`config.mk`:
```
export PLATFORM = sky130hd
export DESIGN_NAME = hex_command_line_parser_flat
export DESIGN_NICKNAME = d
export VERILOG_FILES = /design/src/rtl/hcl_pkg.sv /design/src/rtl/hcl_if.sv /design/src/rtl/hcl_parse.sv /design/src/rtl/hcl_outq.sv /design/src/rtl/hex_command_line_parser.sv /design/src/flat_wrapper.sv
export SDC_FILE = /design/constraint.sdc
export NUM_CORES = 1
export LEC_CHECK = 0
export BUFFER_PORTS_ARGS = -buffer_cell sky130_fd_sc_hd__buf_2
export CAP_MARGIN = 40
export CORE_MARGIN = 2
export CORE_UTILIZATION = 56
export CTS_BUF_LIST = sky130_fd_sc_hd__clkbuf_16
export CTS_CLUSTER_DIAMETER = 200
export DETAILED_ROUTE_END_ITERATION = 16
export PLACE_DENSITY = 0.74
export SYNTH_ARGS = -nofsm -noshare
export SYNTH_HDL_FRONTEND = slang
export SYNTH_HIERARCHICAL = 1
export SYNTH_SLANG_ARGS = --single-unit
```
`constraint.sdc`:
```
create_clock -name i_clk -period 5 [get_ports i_clk]
set_clock_uncertainty 0.05 [all_clocks]
set_input_delay 0.25 -clock i_clk [delete_from_list [all_inputs] [get_ports i_clk]]
set_output_delay 0.25 -clock i_clk [all_outputs]
set_load 0.01 [all_outputs]
```
`src/rtl/hcl_pkg.sv`:
```
`timescale 1ns / 1ps
// ----------------------------------------------------------------------------
// hcl_pkg
// Shared types, codes and helpers of the hex command line parser.
// ----------------------------------------------------------------------------
package hcl_pkg;

    // Default limit on data bytes in one command
    localparam int MAX_BYTES_DEF = 32;

    // Result queue depth (two words may be pushed per accepted character)
    localparam int QDEPTH = 4;

    // Field widths
    localparam int CHAR_W  = 8;
    localparam int IDX_W   = 5;
    localparam int STAT_W  = 3;
    localparam int LEN_W   = 6;

    // Characters of the command syntax
    localparam logic [CHAR_W-1:0] CH_PLUS  = 8'h2B;
    localparam logic [CHAR_W-1:0] CH_MINUS = 8'h2D;
    localparam logic [CHAR_W-1:0] CH_CR    = 8'h0D;
    localparam logic [CHAR_W-1:0] CH_COMMA = 8'h2C;

    // Result kinds
    localparam logic KIND_DATA = 1'b0;
    localparam logic KIND_END  = 1'b1;

    // End record status codes
    localparam logic [STAT_W-1:0] ST_OK         = 3'd0;
    localparam logic [STAT_W-1:0] ST_NO_SPEED   = 3'd1;
    localparam logic [STAT_W-1:0] ST_INCOMPLETE = 3'd2;
    localparam logic [STAT_W-1:0] ST_NOT_HEX    = 3'd3;
    localparam logic [STAT_W-1:0] ST_TOO_LONG   = 3'd4;
    localparam logic [STAT_W-1:0] ST_NO_SEP     = 3'd5;

    // One result word
    typedef struct packed {
        logic              kind;
        logic [7:0]        data_byte;
        logic [IDX_W-1:0]  byte_index;
        logic [STAT_W-1:0] status;
        logic              fast_mode;
        logic [LEN_W-1:0]  message_length;
        logic              last;
    } t_result;

    // Hex digit decode: {is_hex, nibble}
    typedef struct packed {
        logic       ok;
        logic [3:0] val;
    } t_nibble;

    function automatic t_nibble hex_decode(input logic [CHAR_W-1:0] c);
        t_nibble r;
        r.ok  = 1'b1;
        r.val = 4'd0;
        if (c >= 8'h30 && c <= 8'h39) begin
            r.val = c[3:0];
        end else if ((c >= 8'h41 && c <= 8'h46) || (c >= 8'h61 && c <= 8'h66)) begin
            // 'A'..'F' and 'a'..'f' share the low bits 1..6
            r.val = c[3:0] + 4'd9;
        end else begin
            r.ok = 1'b0;
        end
        return r;
    endfunction

    function automatic t_result make_end(input logic [STAT_W-1:0] status,
                                         input logic              fast,
                                         input logic [LEN_W-1:0]  len);
        t_result r;
        r.kind           = KIND_END;
        r.data_byte      = 8'd0;
        r.byte_index     = '0;
        r.status         = status;
        r.fast_mode      = fast;
        r.message_length = len;
        r.last           = 1'b1;
        return r;
    endfunction

    function automatic t_result make_data(input logic [7:0]       b,
                                          input logic [IDX_W-1:0] idx,
                                          input logic             fast,
                                          input logic [LEN_W-1:0] len,
                                          input logic             last);
        t_result r;
        r.kind           = KIND_DATA;
        r.data_byte      = b;
        r.byte_index     = idx;
        r.status         = ST_OK;
        r.fast_mode      = fast;
        r.message_length = len;
        r.last           = last;
        return r;
    endfunction

endpackage

```
`src/rtl/hcl_if.sv`:
```
`timescale 1ns / 1ps
// ----------------------------------------------------------------------------
// hcl_in_if / hcl_out_if
// Valid/ready channels for characters in and parse results out.
// ----------------------------------------------------------------------------
interface hcl_in_if;
    logic                           valid;
    logic                           ready;
    logic [hcl_pkg::CHAR_W-1:0]     char_code;
    logic                           end_of_input;

    modport source (output valid, char_code, end_of_input, input ready);
    modport sink   (input valid, char_code, end_of_input, output ready);
endinterface

interface hcl_out_if;
    logic                           valid;
    logic                           ready;
    logic                           kind;
    logic [7:0]                     data_byte;
    logic [hcl_pkg::IDX_W-1:0]      byte_index;
    logic [hcl_pkg::STAT_W-1:0]     status;
    logic                           fast_mode;
    logic [hcl_pkg::LEN_W-1:0]      message_length;
    logic                           last;

    modport source (output valid, kind, data_byte, byte_index, status, fast_mode,
                    message_length, last, input ready);
    modport sink   (input valid, kind, data_byte, byte_index, status, fast_mode,
                    message_length, last, output ready);
endinterface

```
`src/rtl/hcl_parse.sv`:
```
`timescale 1ns / 1ps
// ----------------------------------------------------------------------------
// hcl_parse
// Parser state and the per-character step: up to two result words per char.
// ----------------------------------------------------------------------------
module hcl_parse #(
    parameter int MAX_BYTES = hcl_pkg::MAX_BYTES_DEF
) (
    input  logic                       i_clk,
    input  logic                       i_rst_n,
    input  logic                       i_accept,
    input  logic [hcl_pkg::CHAR_W-1:0] i_char,
    input  logic                       i_eoi,
    output logic [1:0]                 o_num,
    output hcl_pkg::t_result           o_res0,
    output hcl_pkg::t_result           o_res1
);

    typedef enum logic [2:0] {
        PH_SPEED = 3'd0,
        PH_HIGH  = 3'd1,
        PH_LOW   = 3'd2,
        PH_SEP   = 3'd3,
        PH_DROP  = 3'd4
    } t_phase;

    localparam logic [hcl_pkg::LEN_W-1:0] MaxCount = hcl_pkg::LEN_W'(MAX_BYTES);

    t_phase                     r_phase, n_phase;
    logic [3:0]                 r_high, n_high;
    logic [hcl_pkg::LEN_W-1:0]  r_count, n_count;
    logic                       r_speed, n_speed;

    hcl_pkg::t_nibble           nib;
    logic [hcl_pkg::LEN_W-1:0]  count_inc;
    logic                       is_sign;

    assign nib       = hcl_pkg::hex_decode(i_char);
    assign count_inc = r_count + hcl_pkg::LEN_W'(1);
    assign is_sign   = (i_char == hcl_pkg::CH_PLUS) || (i_char == hcl_pkg::CH_MINUS);

    // Step logic: next state and the result words of this character
    always_comb begin
        n_phase = r_phase;
        n_high  = r_high;
        n_count = r_count;
        n_speed = r_speed;
        o_num   = 2'd0;
        o_res0  = '0;
        o_res1  = '0;
        unique case (r_phase)
            PH_SPEED: begin
                n_count = '0;
                n_high  = 4'd0;
                if (is_sign) begin
                    n_speed = (i_char == hcl_pkg::CH_PLUS);
                    if (i_eoi) begin
                        o_res0  = hcl_pkg::make_end(hcl_pkg::ST_OK, n_speed, '0);
                        o_num   = 2'd1;
                        n_phase = PH_SPEED;
                    end else begin
                        n_phase = PH_HIGH;
                    end
                end else begin
                    n_speed = 1'b0;
                    o_res0  = hcl_pkg::make_end(hcl_pkg::ST_NO_SPEED, 1'b0, '0);
                    o_num   = 2'd1;
                    n_phase = i_eoi ? PH_SPEED : PH_DROP;
                end
            end
            PH_HIGH: begin
                if (i_eoi) begin
                    o_res0  = hcl_pkg::make_end(hcl_pkg::ST_INCOMPLETE, r_speed, r_count);
                    o_num   = 2'd1;
                    n_phase = PH_SPEED;
                end else if (!nib.ok) begin
                    o_res0  = hcl_pkg::make_end(hcl_pkg::ST_NOT_HEX, r_speed, r_count);
                    o_num   = 2'd1;
                    n_phase = PH_DROP;
                end else begin
                    n_high  = nib.val;
                    n_phase = PH_LOW;
                end
            end
            PH_LOW: begin
                if (!nib.ok) begin
                    o_res0  = hcl_pkg::make_end(hcl_pkg::ST_NOT_HEX, r_speed, r_count);
                    o_num   = 2'd1;
                    n_phase = i_eoi ? PH_SPEED : PH_DROP;
                end else if (r_count >= MaxCount) begin
                    o_res0  = hcl_pkg::make_end(hcl_pkg::ST_TOO_LONG, r_speed, r_count);
                    o_num   = 2'd1;
                    n_phase = i_eoi ? PH_SPEED : PH_DROP;
                end else begin
                    // data word is the final one unless an end record follows
                    o_res0  = hcl_pkg::make_data({r_high, nib.val},
                                                 r_count[hcl_pkg::IDX_W-1:0],
                                                 r_speed, count_inc, !i_eoi);
                    n_count = count_inc;
                    if (i_eoi) begin
                        o_res1  = hcl_pkg::make_end(hcl_pkg::ST_OK, r_speed, count_inc);
                        o_num   = 2'd2;
                        n_phase = PH_SPEED;
                    end else begin
                        o_num   = 2'd1;
                        n_phase = PH_SEP;
                    end
                end
            end
            PH_SEP: begin
                if (i_char == hcl_pkg::CH_CR) begin
                    o_res0  = hcl_pkg::make_end(hcl_pkg::ST_OK, r_speed, r_count);
                    o_num   = 2'd1;
                    n_phase = i_eoi ? PH_SPEED : PH_DROP;
                end else if (i_char == hcl_pkg::CH_COMMA) begin
                    if (i_eoi) begin
                        o_res0  = hcl_pkg::make_end(hcl_pkg::ST_OK, r_speed, r_count);
                        o_num   = 2'd1;
                        n_phase = PH_SPEED;
                    end else begin
                        n_phase = PH_HIGH;
                    end
                end else begin
                    o_res0  = hcl_pkg::make_end(hcl_pkg::ST_NO_SEP, r_speed, r_count);
                    o_num   = 2'd1;
                    n_phase = i_eoi ? PH_SPEED : PH_DROP;
                end
            end
            default: begin
                // Discard until the end of the burst
                if (i_eoi) begin
                    n_phase = PH_SPEED;
                end
            end
        endcase
    end

    // State update on each accepted character
    always_ff @(posedge i_clk) begin
        if (!i_rst_n) begin
            r_phase <= PH_SPEED;
            r_high  <= 4'd0;
            r_count <= '0;
            r_speed <= 1'b0;
        end else if (i_accept) begin
            r_phase <= n_phase;
            r_high  <= n_high;
            r_count <= n_count;
            r_speed <= n_speed;
        end
    end

endmodule

```
`src/rtl/hcl_outq.sv`:
```
`timescale 1ns / 1ps
// ----------------------------------------------------------------------------
// hcl_outq
// Small result queue: pushes zero to two words a cycle, pops one when i_ready is high.
// ----------------------------------------------------------------------------
module hcl_outq (
    input  logic             i_clk,
    input  logic             i_rst_n,
    input  logic [1:0]       i_num,
    input  hcl_pkg::t_result i_res0,
    input  hcl_pkg::t_result i_res1,
    output logic             o_room,
    output logic             o_valid,
    input  logic             i_ready,
    output hcl_pkg::t_result o_res
);

    localparam int PtrW = $clog2(hcl_pkg::QDEPTH);
    localparam int CntW = $clog2(hcl_pkg::QDEPTH + 1);

    hcl_pkg::t_result      r_mem [hcl_pkg::QDEPTH];
    logic [PtrW-1:0]       r_wr, r_rd;
    logic [CntW-1:0]       r_cnt, n_cnt;
    logic                  pop;
    logic [PtrW-1:0]       wr_next;

    assign pop     = o_valid && i_ready;
    assign wr_next = r_wr + PtrW'(1);
    assign o_valid = (r_cnt != '0);
    assign o_res   = r_mem[r_rd];
    // Room for the worst case of two words
    assign o_room  = (r_cnt <= CntW'(hcl_pkg::QDEPTH - 2));
    assign n_cnt   = r_cnt + CntW'(i_num) - CntW'(pop);

    // Storage writes
    always_ff @(posedge i_clk) begin
        if (i_num != 2'd0) begin
            r_mem[r_wr] <= i_res0;
        end
        if (i_num == 2'd2) begin
            r_mem[wr_next] <= i_res1;
        end
    end

    // Pointers and fill count
    always_ff @(posedge i_clk) begin
        if (!i_rst_n) begin
            r_wr  <= '0;
            r_rd  <= '0;
            r_cnt <= '0;
        end else begin
            r_wr  <= r_wr + PtrW'(i_num);
            r_cnt <= n_cnt;
            if (pop) begin
                r_rd <= r_rd + PtrW'(1);
            end
        end
    end

endmodule

```
`src/rtl/hex_command_line_parser.sv`:
```
`timescale 1ns / 1ps
// ----------------------------------------------------------------------------
// hex_command_line_parser
// Parses "+|-" speed then comma separated hex byte pairs, one char a cycle while i_cmd.ready is high.
// ----------------------------------------------------------------------------
// Usage:
//   i_cmd takes one character word per cycle (char_code, end_of_input) with a
//   valid/ready handshake. o_res gives result words: data bytes with their
//   index, and one end-of-command record with status, speed and length.
//   The field last marks the final word caused by one character.
// Queueing: the result words of an accepted character are registered into the
//   result queue and offered on o_res from its head, in order.
// Throughput: one character per cycle. A character may cause two words (a
//   byte completed at end of burst), and o_res drains one word per cycle,
//   so ready drops when the four-entry result queue has fewer than two
//   free slots.
// Reset: synchronous, active low; the parser waits for a speed character
//   and the result queue is emptied.
// Stall: while o_res.ready is low, words wait in the queue and i_cmd keeps
//   accepting until the queue is nearly full.
// ----------------------------------------------------------------------------
module hex_command_line_parser #(
    parameter int MAX_BYTES = hcl_pkg::MAX_BYTES_DEF
) (
    input  logic      i_clk,
    input  logic      i_rst_n,
    hcl_in_if.sink    i_cmd,
    hcl_out_if.source o_res
);

    logic             accept;
    logic             room;
    logic [1:0]       num;
    hcl_pkg::t_result res0, res1, head;

    assign i_cmd.ready = room;
    assign accept      = i_cmd.valid && room;

    hcl_parse #(
        .MAX_BYTES (MAX_BYTES)
    ) u_parse (
        .i_clk    (i_clk),
        .i_rst_n  (i_rst_n),
        .i_accept (accept),
        .i_char   (i_cmd.char_code),
        .i_eoi    (i_cmd.end_of_input),
        .o_num    (num),
        .o_res0   (res0),
        .o_res1   (res1)
    );

    hcl_outq u_outq (
        .i_clk   (i_clk),
        .i_rst_n (i_rst_n),
        .i_num   (accept ? num : 2'd0),
        .i_res0  (res0),
        .i_res1  (res1),
        .o_room  (room),
        .o_valid (o_res.valid),
        .i_ready (o_res.ready),
        .o_res   (head)
    );

    // Result word fields
    assign o_res.kind           = head.kind;
    assign o_res.data_byte      = head.data_byte;
    assign o_res.byte_index     = head.byte_index;
    assign o_res.status         = head.status;
    assign o_res.fast_mode      = head.fast_mode;
    assign o_res.message_length = head.message_length;
    assign o_res.last           = head.last;

endmodule

```
`src/flat_wrapper.sv`:
```
// flat-port wrapper written by rule: the top's interface ports become plain ports
module hex_command_line_parser_flat 
#(
    parameter int MAX_BYTES = hcl_pkg::MAX_BYTES_DEF
)
  (i_clk, i_rst_n, i_cmd_valid, i_cmd_char_code, i_cmd_end_of_input, i_cmd_ready, o_res_valid, o_res_kind, o_res_data_byte, o_res_byte_index, o_res_status, o_res_fast_mode, o_res_message_length, o_res_last, o_res_ready);
  hcl_in_if i_cmd_i ();
  hcl_out_if o_res_i ();
  input  logic i_clk;
  input  logic i_rst_n;
  input wire logic [$bits(i_cmd_i.valid)-1:0] i_cmd_valid;
  input wire logic [$bits(i_cmd_i.char_code)-1:0] i_cmd_char_code;
  input wire logic [$bits(i_cmd_i.end_of_input)-1:0] i_cmd_end_of_input;
  output wire logic [$bits(i_cmd_i.ready)-1:0] i_cmd_ready;
  output wire logic [$bits(o_res_i.valid)-1:0] o_res_valid;
  output wire logic [$bits(o_res_i.kind)-1:0] o_res_kind;
  output wire logic [$bits(o_res_i.data_byte)-1:0] o_res_data_byte;
  output wire logic [$bits(o_res_i.byte_index)-1:0] o_res_byte_index;
  output wire logic [$bits(o_res_i.status)-1:0] o_res_status;
  output wire logic [$bits(o_res_i.fast_mode)-1:0] o_res_fast_mode;
  output wire logic [$bits(o_res_i.message_length)-1:0] o_res_message_length;
  output wire logic [$bits(o_res_i.last)-1:0] o_res_last;
  input wire logic [$bits(o_res_i.ready)-1:0] o_res_ready;
  assign i_cmd_i.valid = i_cmd_valid;
  assign i_cmd_i.char_code = i_cmd_char_code;
  assign i_cmd_i.end_of_input = i_cmd_end_of_input;
  assign i_cmd_ready = i_cmd_i.ready;
  assign o_res_valid = o_res_i.valid;
  assign o_res_kind = o_res_i.kind;
  assign o_res_data_byte = o_res_i.data_byte;
  assign o_res_byte_index = o_res_i.byte_index;
  assign o_res_status = o_res_i.status;
  assign o_res_fast_mode = o_res_i.fast_mode;
  assign o_res_message_length = o_res_i.message_length;
  assign o_res_last = o_res_i.last;
  assign o_res_i.ready = o_res_ready;
  hex_command_line_parser #(.MAX_BYTES(MAX_BYTES)) u_core (.i_clk(i_clk), .i_rst_n(i_rst_n), .i_cmd(i_cmd_i), .o_res(o_res_i));
endmodule
```
==> metrics.md <==
| Metric | Value |
|---|---|
| Critical Path AT | about 3.9 ns |
| Hold-fix buffer count after cts | 0 |
| Reg-to-reg setup timing slack | approximately 1.2 ns |
| Max cap viols | 0 |
| Nets | 591 |
| Worst vdd ir | 0.227 mV |
| Row Count | between 40 and 50 |
| Largest family of logic cells by synthesized area | multiplexers |
| Num CTS Buffers | 17 |
| Die height | 117 µm |
| Fmax | 263 MHz |
| Xor/xnor cell area share of the yosys netlist | 0.0123 |
| Mux cell area share after synthesis | 0.262 |
| Register area share after synthesis | 0.486 |
| Fin crit share | 0.761 |
| Min-delay worst type | in -> reg |
| Pwr/cell area | 400 nW/µm² |
| Async S/R FF share, synth | 0 |
| Critical Path Max Stage Delay | ~0.70 ns |
| Yosys reg bits | 123 |
| R2r startpoint | u_core/u_parse/r_phase[1] |
| Clock buffer depth | 2 |
| GPL Wtd Cong | 0.868 |
| Synth cell types | 67 |
| Outcome | complete, no violations |
| Vias in the first global route | roughly 4400 |
| Die Span X | 117 µm |
| Drt wl/cell | 20.2 µm |
| Hold slack final | 0.226 ns |
| Sequential cell area | 3460 µm² |
| Antenna diodes | 0 |
| Post-route ant nets | 0 |
| Synth area leaders | edfxtp_1 (42%), mux2_2 (13%), mux4_2 (7.9%) |
| Crit-path cells | nand2_1, a211oi_4, nand2_1, inv_1, and3_1, nand2_2, or2_1, buf_4, mux2_4 |
| Worst Setup Path Type | reg -> reg |
| Port bufs | 39 |
| Core area | 12500 µm² |
| Simple-Gate Fraction of Synth Area | 0.0998 |
| RSZ-0062 raised after global routing | false |
| Reg2Reg Depth | 9 |
| Top cells by count, synth | edfxtp_1 (100), mux2_2 (81), mux4_2 (25), buf_4 (24), dfxtp_1 (23) |
| End of the critical path | u_core/u_outq/r_mem[0][21] |
| First-pass iteration count of the detailed router | 4 |
| WP data required | 5.11 ns |
| Fin. Hold Viols | 0 |
| Main synth FF type | edfxtp_1 |
| Cell taking the most area after synthesis | edfxtp_1 |
| Post CTS Setup Buffer Count | 0 |
| Post-synthesis adder-cell area fraction | 0.0204 |
| Mapped Avg Cell Area | roughly 13 µm² |
| Ratio of cells with drive above 1 in the final layout | 0.383 |
| Min Tclk post-route | around 3.8 ns |
| Top Ports | 40 |
| Total gr overflow | 0 |
| Post-synthesis compound-gate area fraction | 0.0634 |
| Routed WL | 15.2 mm |
| Fin Setup TNS | 0 ns |
| Worst setup SP type | flip-flop |
| Multi-input gate area | about 3300 µm² |
| Max-slew violation count | 0 |
| Initial antenna violation count | 0 |
| Yosys warnings | 6 |
| Clk root buf | clkbuf_16 |
| Worst setup EP type | flip-flop |
| CTS tree | built |
| Tot GR Track Use | 0.234 |
| Routed vias | 4460 |
| Clk Latency, worst-skew pair | 0.41 ns |
| Layout fillers | 960 |
| Die ar. | 13600 µm² |
| Clk sinks | between 100 and 150 |
| CP most frequent cell | nand2_1 |
| Post-CTS Resized | 0 |
| Fin util | 0.637 |
| Slowest CP cell | dfxtp_1 |
| Rel. slew slack | 0.455 |
| R2r endpoint | u_core/u_outq/r_mem[0][21] |
| Detailed router's first-iteration violation count | 425 |
| Initial core utilization | 0.569 |
| Design Power | approximately 3.2 mW |
| Final setup viols | 0 |
| Largest net degree at the start of global routing | 35 |
| Post-synth EDFFs | 100 |
| Worst setup startpoint | u_core/u_parse/r_phase[1] |
| Post-synth top area share | 0.422 |
| DRC viols | 0 |
| CP max FO | 17 |
| H-tree levels | 4 |
| Cells after Synth | 529 |
| First-pass GRT wire length | around 24 mm |
| Post-Syn Area | approximately 7000 µm² |
| Leakage | around 2.9 nW |
| Post-DP HPWL | 9.49 mm |
| Worst-Margin Slew | 0.814 ns |
| Worst-path clk slew | approximately 0.050 ns |
| Count leader, synth | edfxtp_1 |
| Area Growth Syn to Fin | 12.1% |
| Vias per cell | between 5 and 6 |
## power breakdown
group / internal [mW] / leakage [nW] / switching [mW]
combinational: 0.324 / 1.54 / 0.354
sequential: 1.22 / 1.08 / 0.0634
clock: 0.815 / 0.305 / 0.415
total: 2.36 / 2.92 / 0.832
## cell type report
type,count,share of cell area
Clock buffer,17,0.0533
Clock inverter,15,0.0207
Inverter,21,0.00988
Multi-Input combinational cell,354,0.419
Sequential cell,123,0.434
Tap cell,172,0.0270
Timing Repair Buffer,50,0.0364
## layer usage
layer | part of all wire | GRT usage
met1 | 0.45 | 0.313
met2 | 0.48 | 0.373
met3 | 0.046 | 0.0597
met4 | 0.019 | 0.0839
met5 | 0 | 0
## flip-flops by register name (all words and copies together) (netlist names), named ones only
| signal | cells |
|---|---|
| u_core/u_outq/r_wr | 2 |
| u_core/u_outq/r_cnt | 3 |
| u_core/u_parse/r_speed | 1 |
| u_core/u_parse/r_high | 4 |
| u_core/u_parse/r_phase | 3 |
| u_core/u_parse/r_count | 6 |
| u_core/u_outq/r_mem | 100 |
| u_core/u_outq/r_rd | 2 |
## per-stage QoR
step	instance area, µm²	instances	setup WS (ns)
global placement	7370	719	1.21
detailed placement	7390	720	1.10
finish	7980	752	1.20
floorplan	7180	544	1.02
global route	7980	752	1.02
CTS	7980	752	1.28
## cells in the final DEF (no fill, tap or decap), drive strengths merged, types with 2 or more instances in the layout
cell     instances
a31oi            3
nand2           25
o211ai           5
mux4            25
nand3           13
or3              4
clkbuf          17
or2              2
a41oi            2
dfxtp           23
conb            16
xnor2            9
a21oi            9
nand4           10
o21ai           11
and2            15
o221ai           2
mux2i            8
and4             2
a21o             3
edfxtp         100
inv             25
o2bb2ai          2
buf             50
bufinv           4
a211o            2
o22ai            4
nand2b           3
o31ai            3
a211oi           2
mux2           102
nor2            23
nor3             3
clkinv           7
nor4b            3
ha              10
nor2b            8
nand4bb          2
and3             7
o311ai           3
## logic make-up (layout without fill, tap and decap cells)
| group | after synthesis | after routing |
|---|---|---|
| other | 1 | 16 |
| buffers and inverters | 67 | 103 |
| AND/OR/NAND/NOR | 123 | 123 |
| AO/OA/AOI/OAI | 59 | 59 |
| flip-flops | 123 | 123 |
| multiplexers | 135 | 135 |
| adder cells (fa/ha/maj) | 11 | 11 |
| XOR/XNOR | 10 | 10 |
## worst max-delay path, delay by kind of cell (launching register included)
kind,cells,cell delay [ns]
flops,1,0.70
mux,1,0.32
compound gates,1,0.52
buf+inv,2,0.42
simple gates,5,1.54
## how the worst min path moves through the flow
stage / from / slack [ns] / depth (start not counted) / end
finish: i_cmd_char_code[0] / 0.23 / 4 / u_core/u_parse/r_high[0]
global route: i_cmd_char_code[0] / 0.28 / 4 / u_core/u_parse/r_high[0]
CTS: i_cmd_char_code[0] / 0.21 / 4 / u_core/u_parse/r_high[0]
detailed placement: u_core/u_parse/r_high[3] / 0.39 / 2 / u_core/u_parse/r_high[3]
global placement: u_core/u_parse/r_high[0] / 0.39 / 2 / u_core/u_parse/r_high[0]
floorplan: i_rst_n / 0.32 / 1 / u_core/u_outq/r_cnt[0]
(Power assumes the default switching activity.)
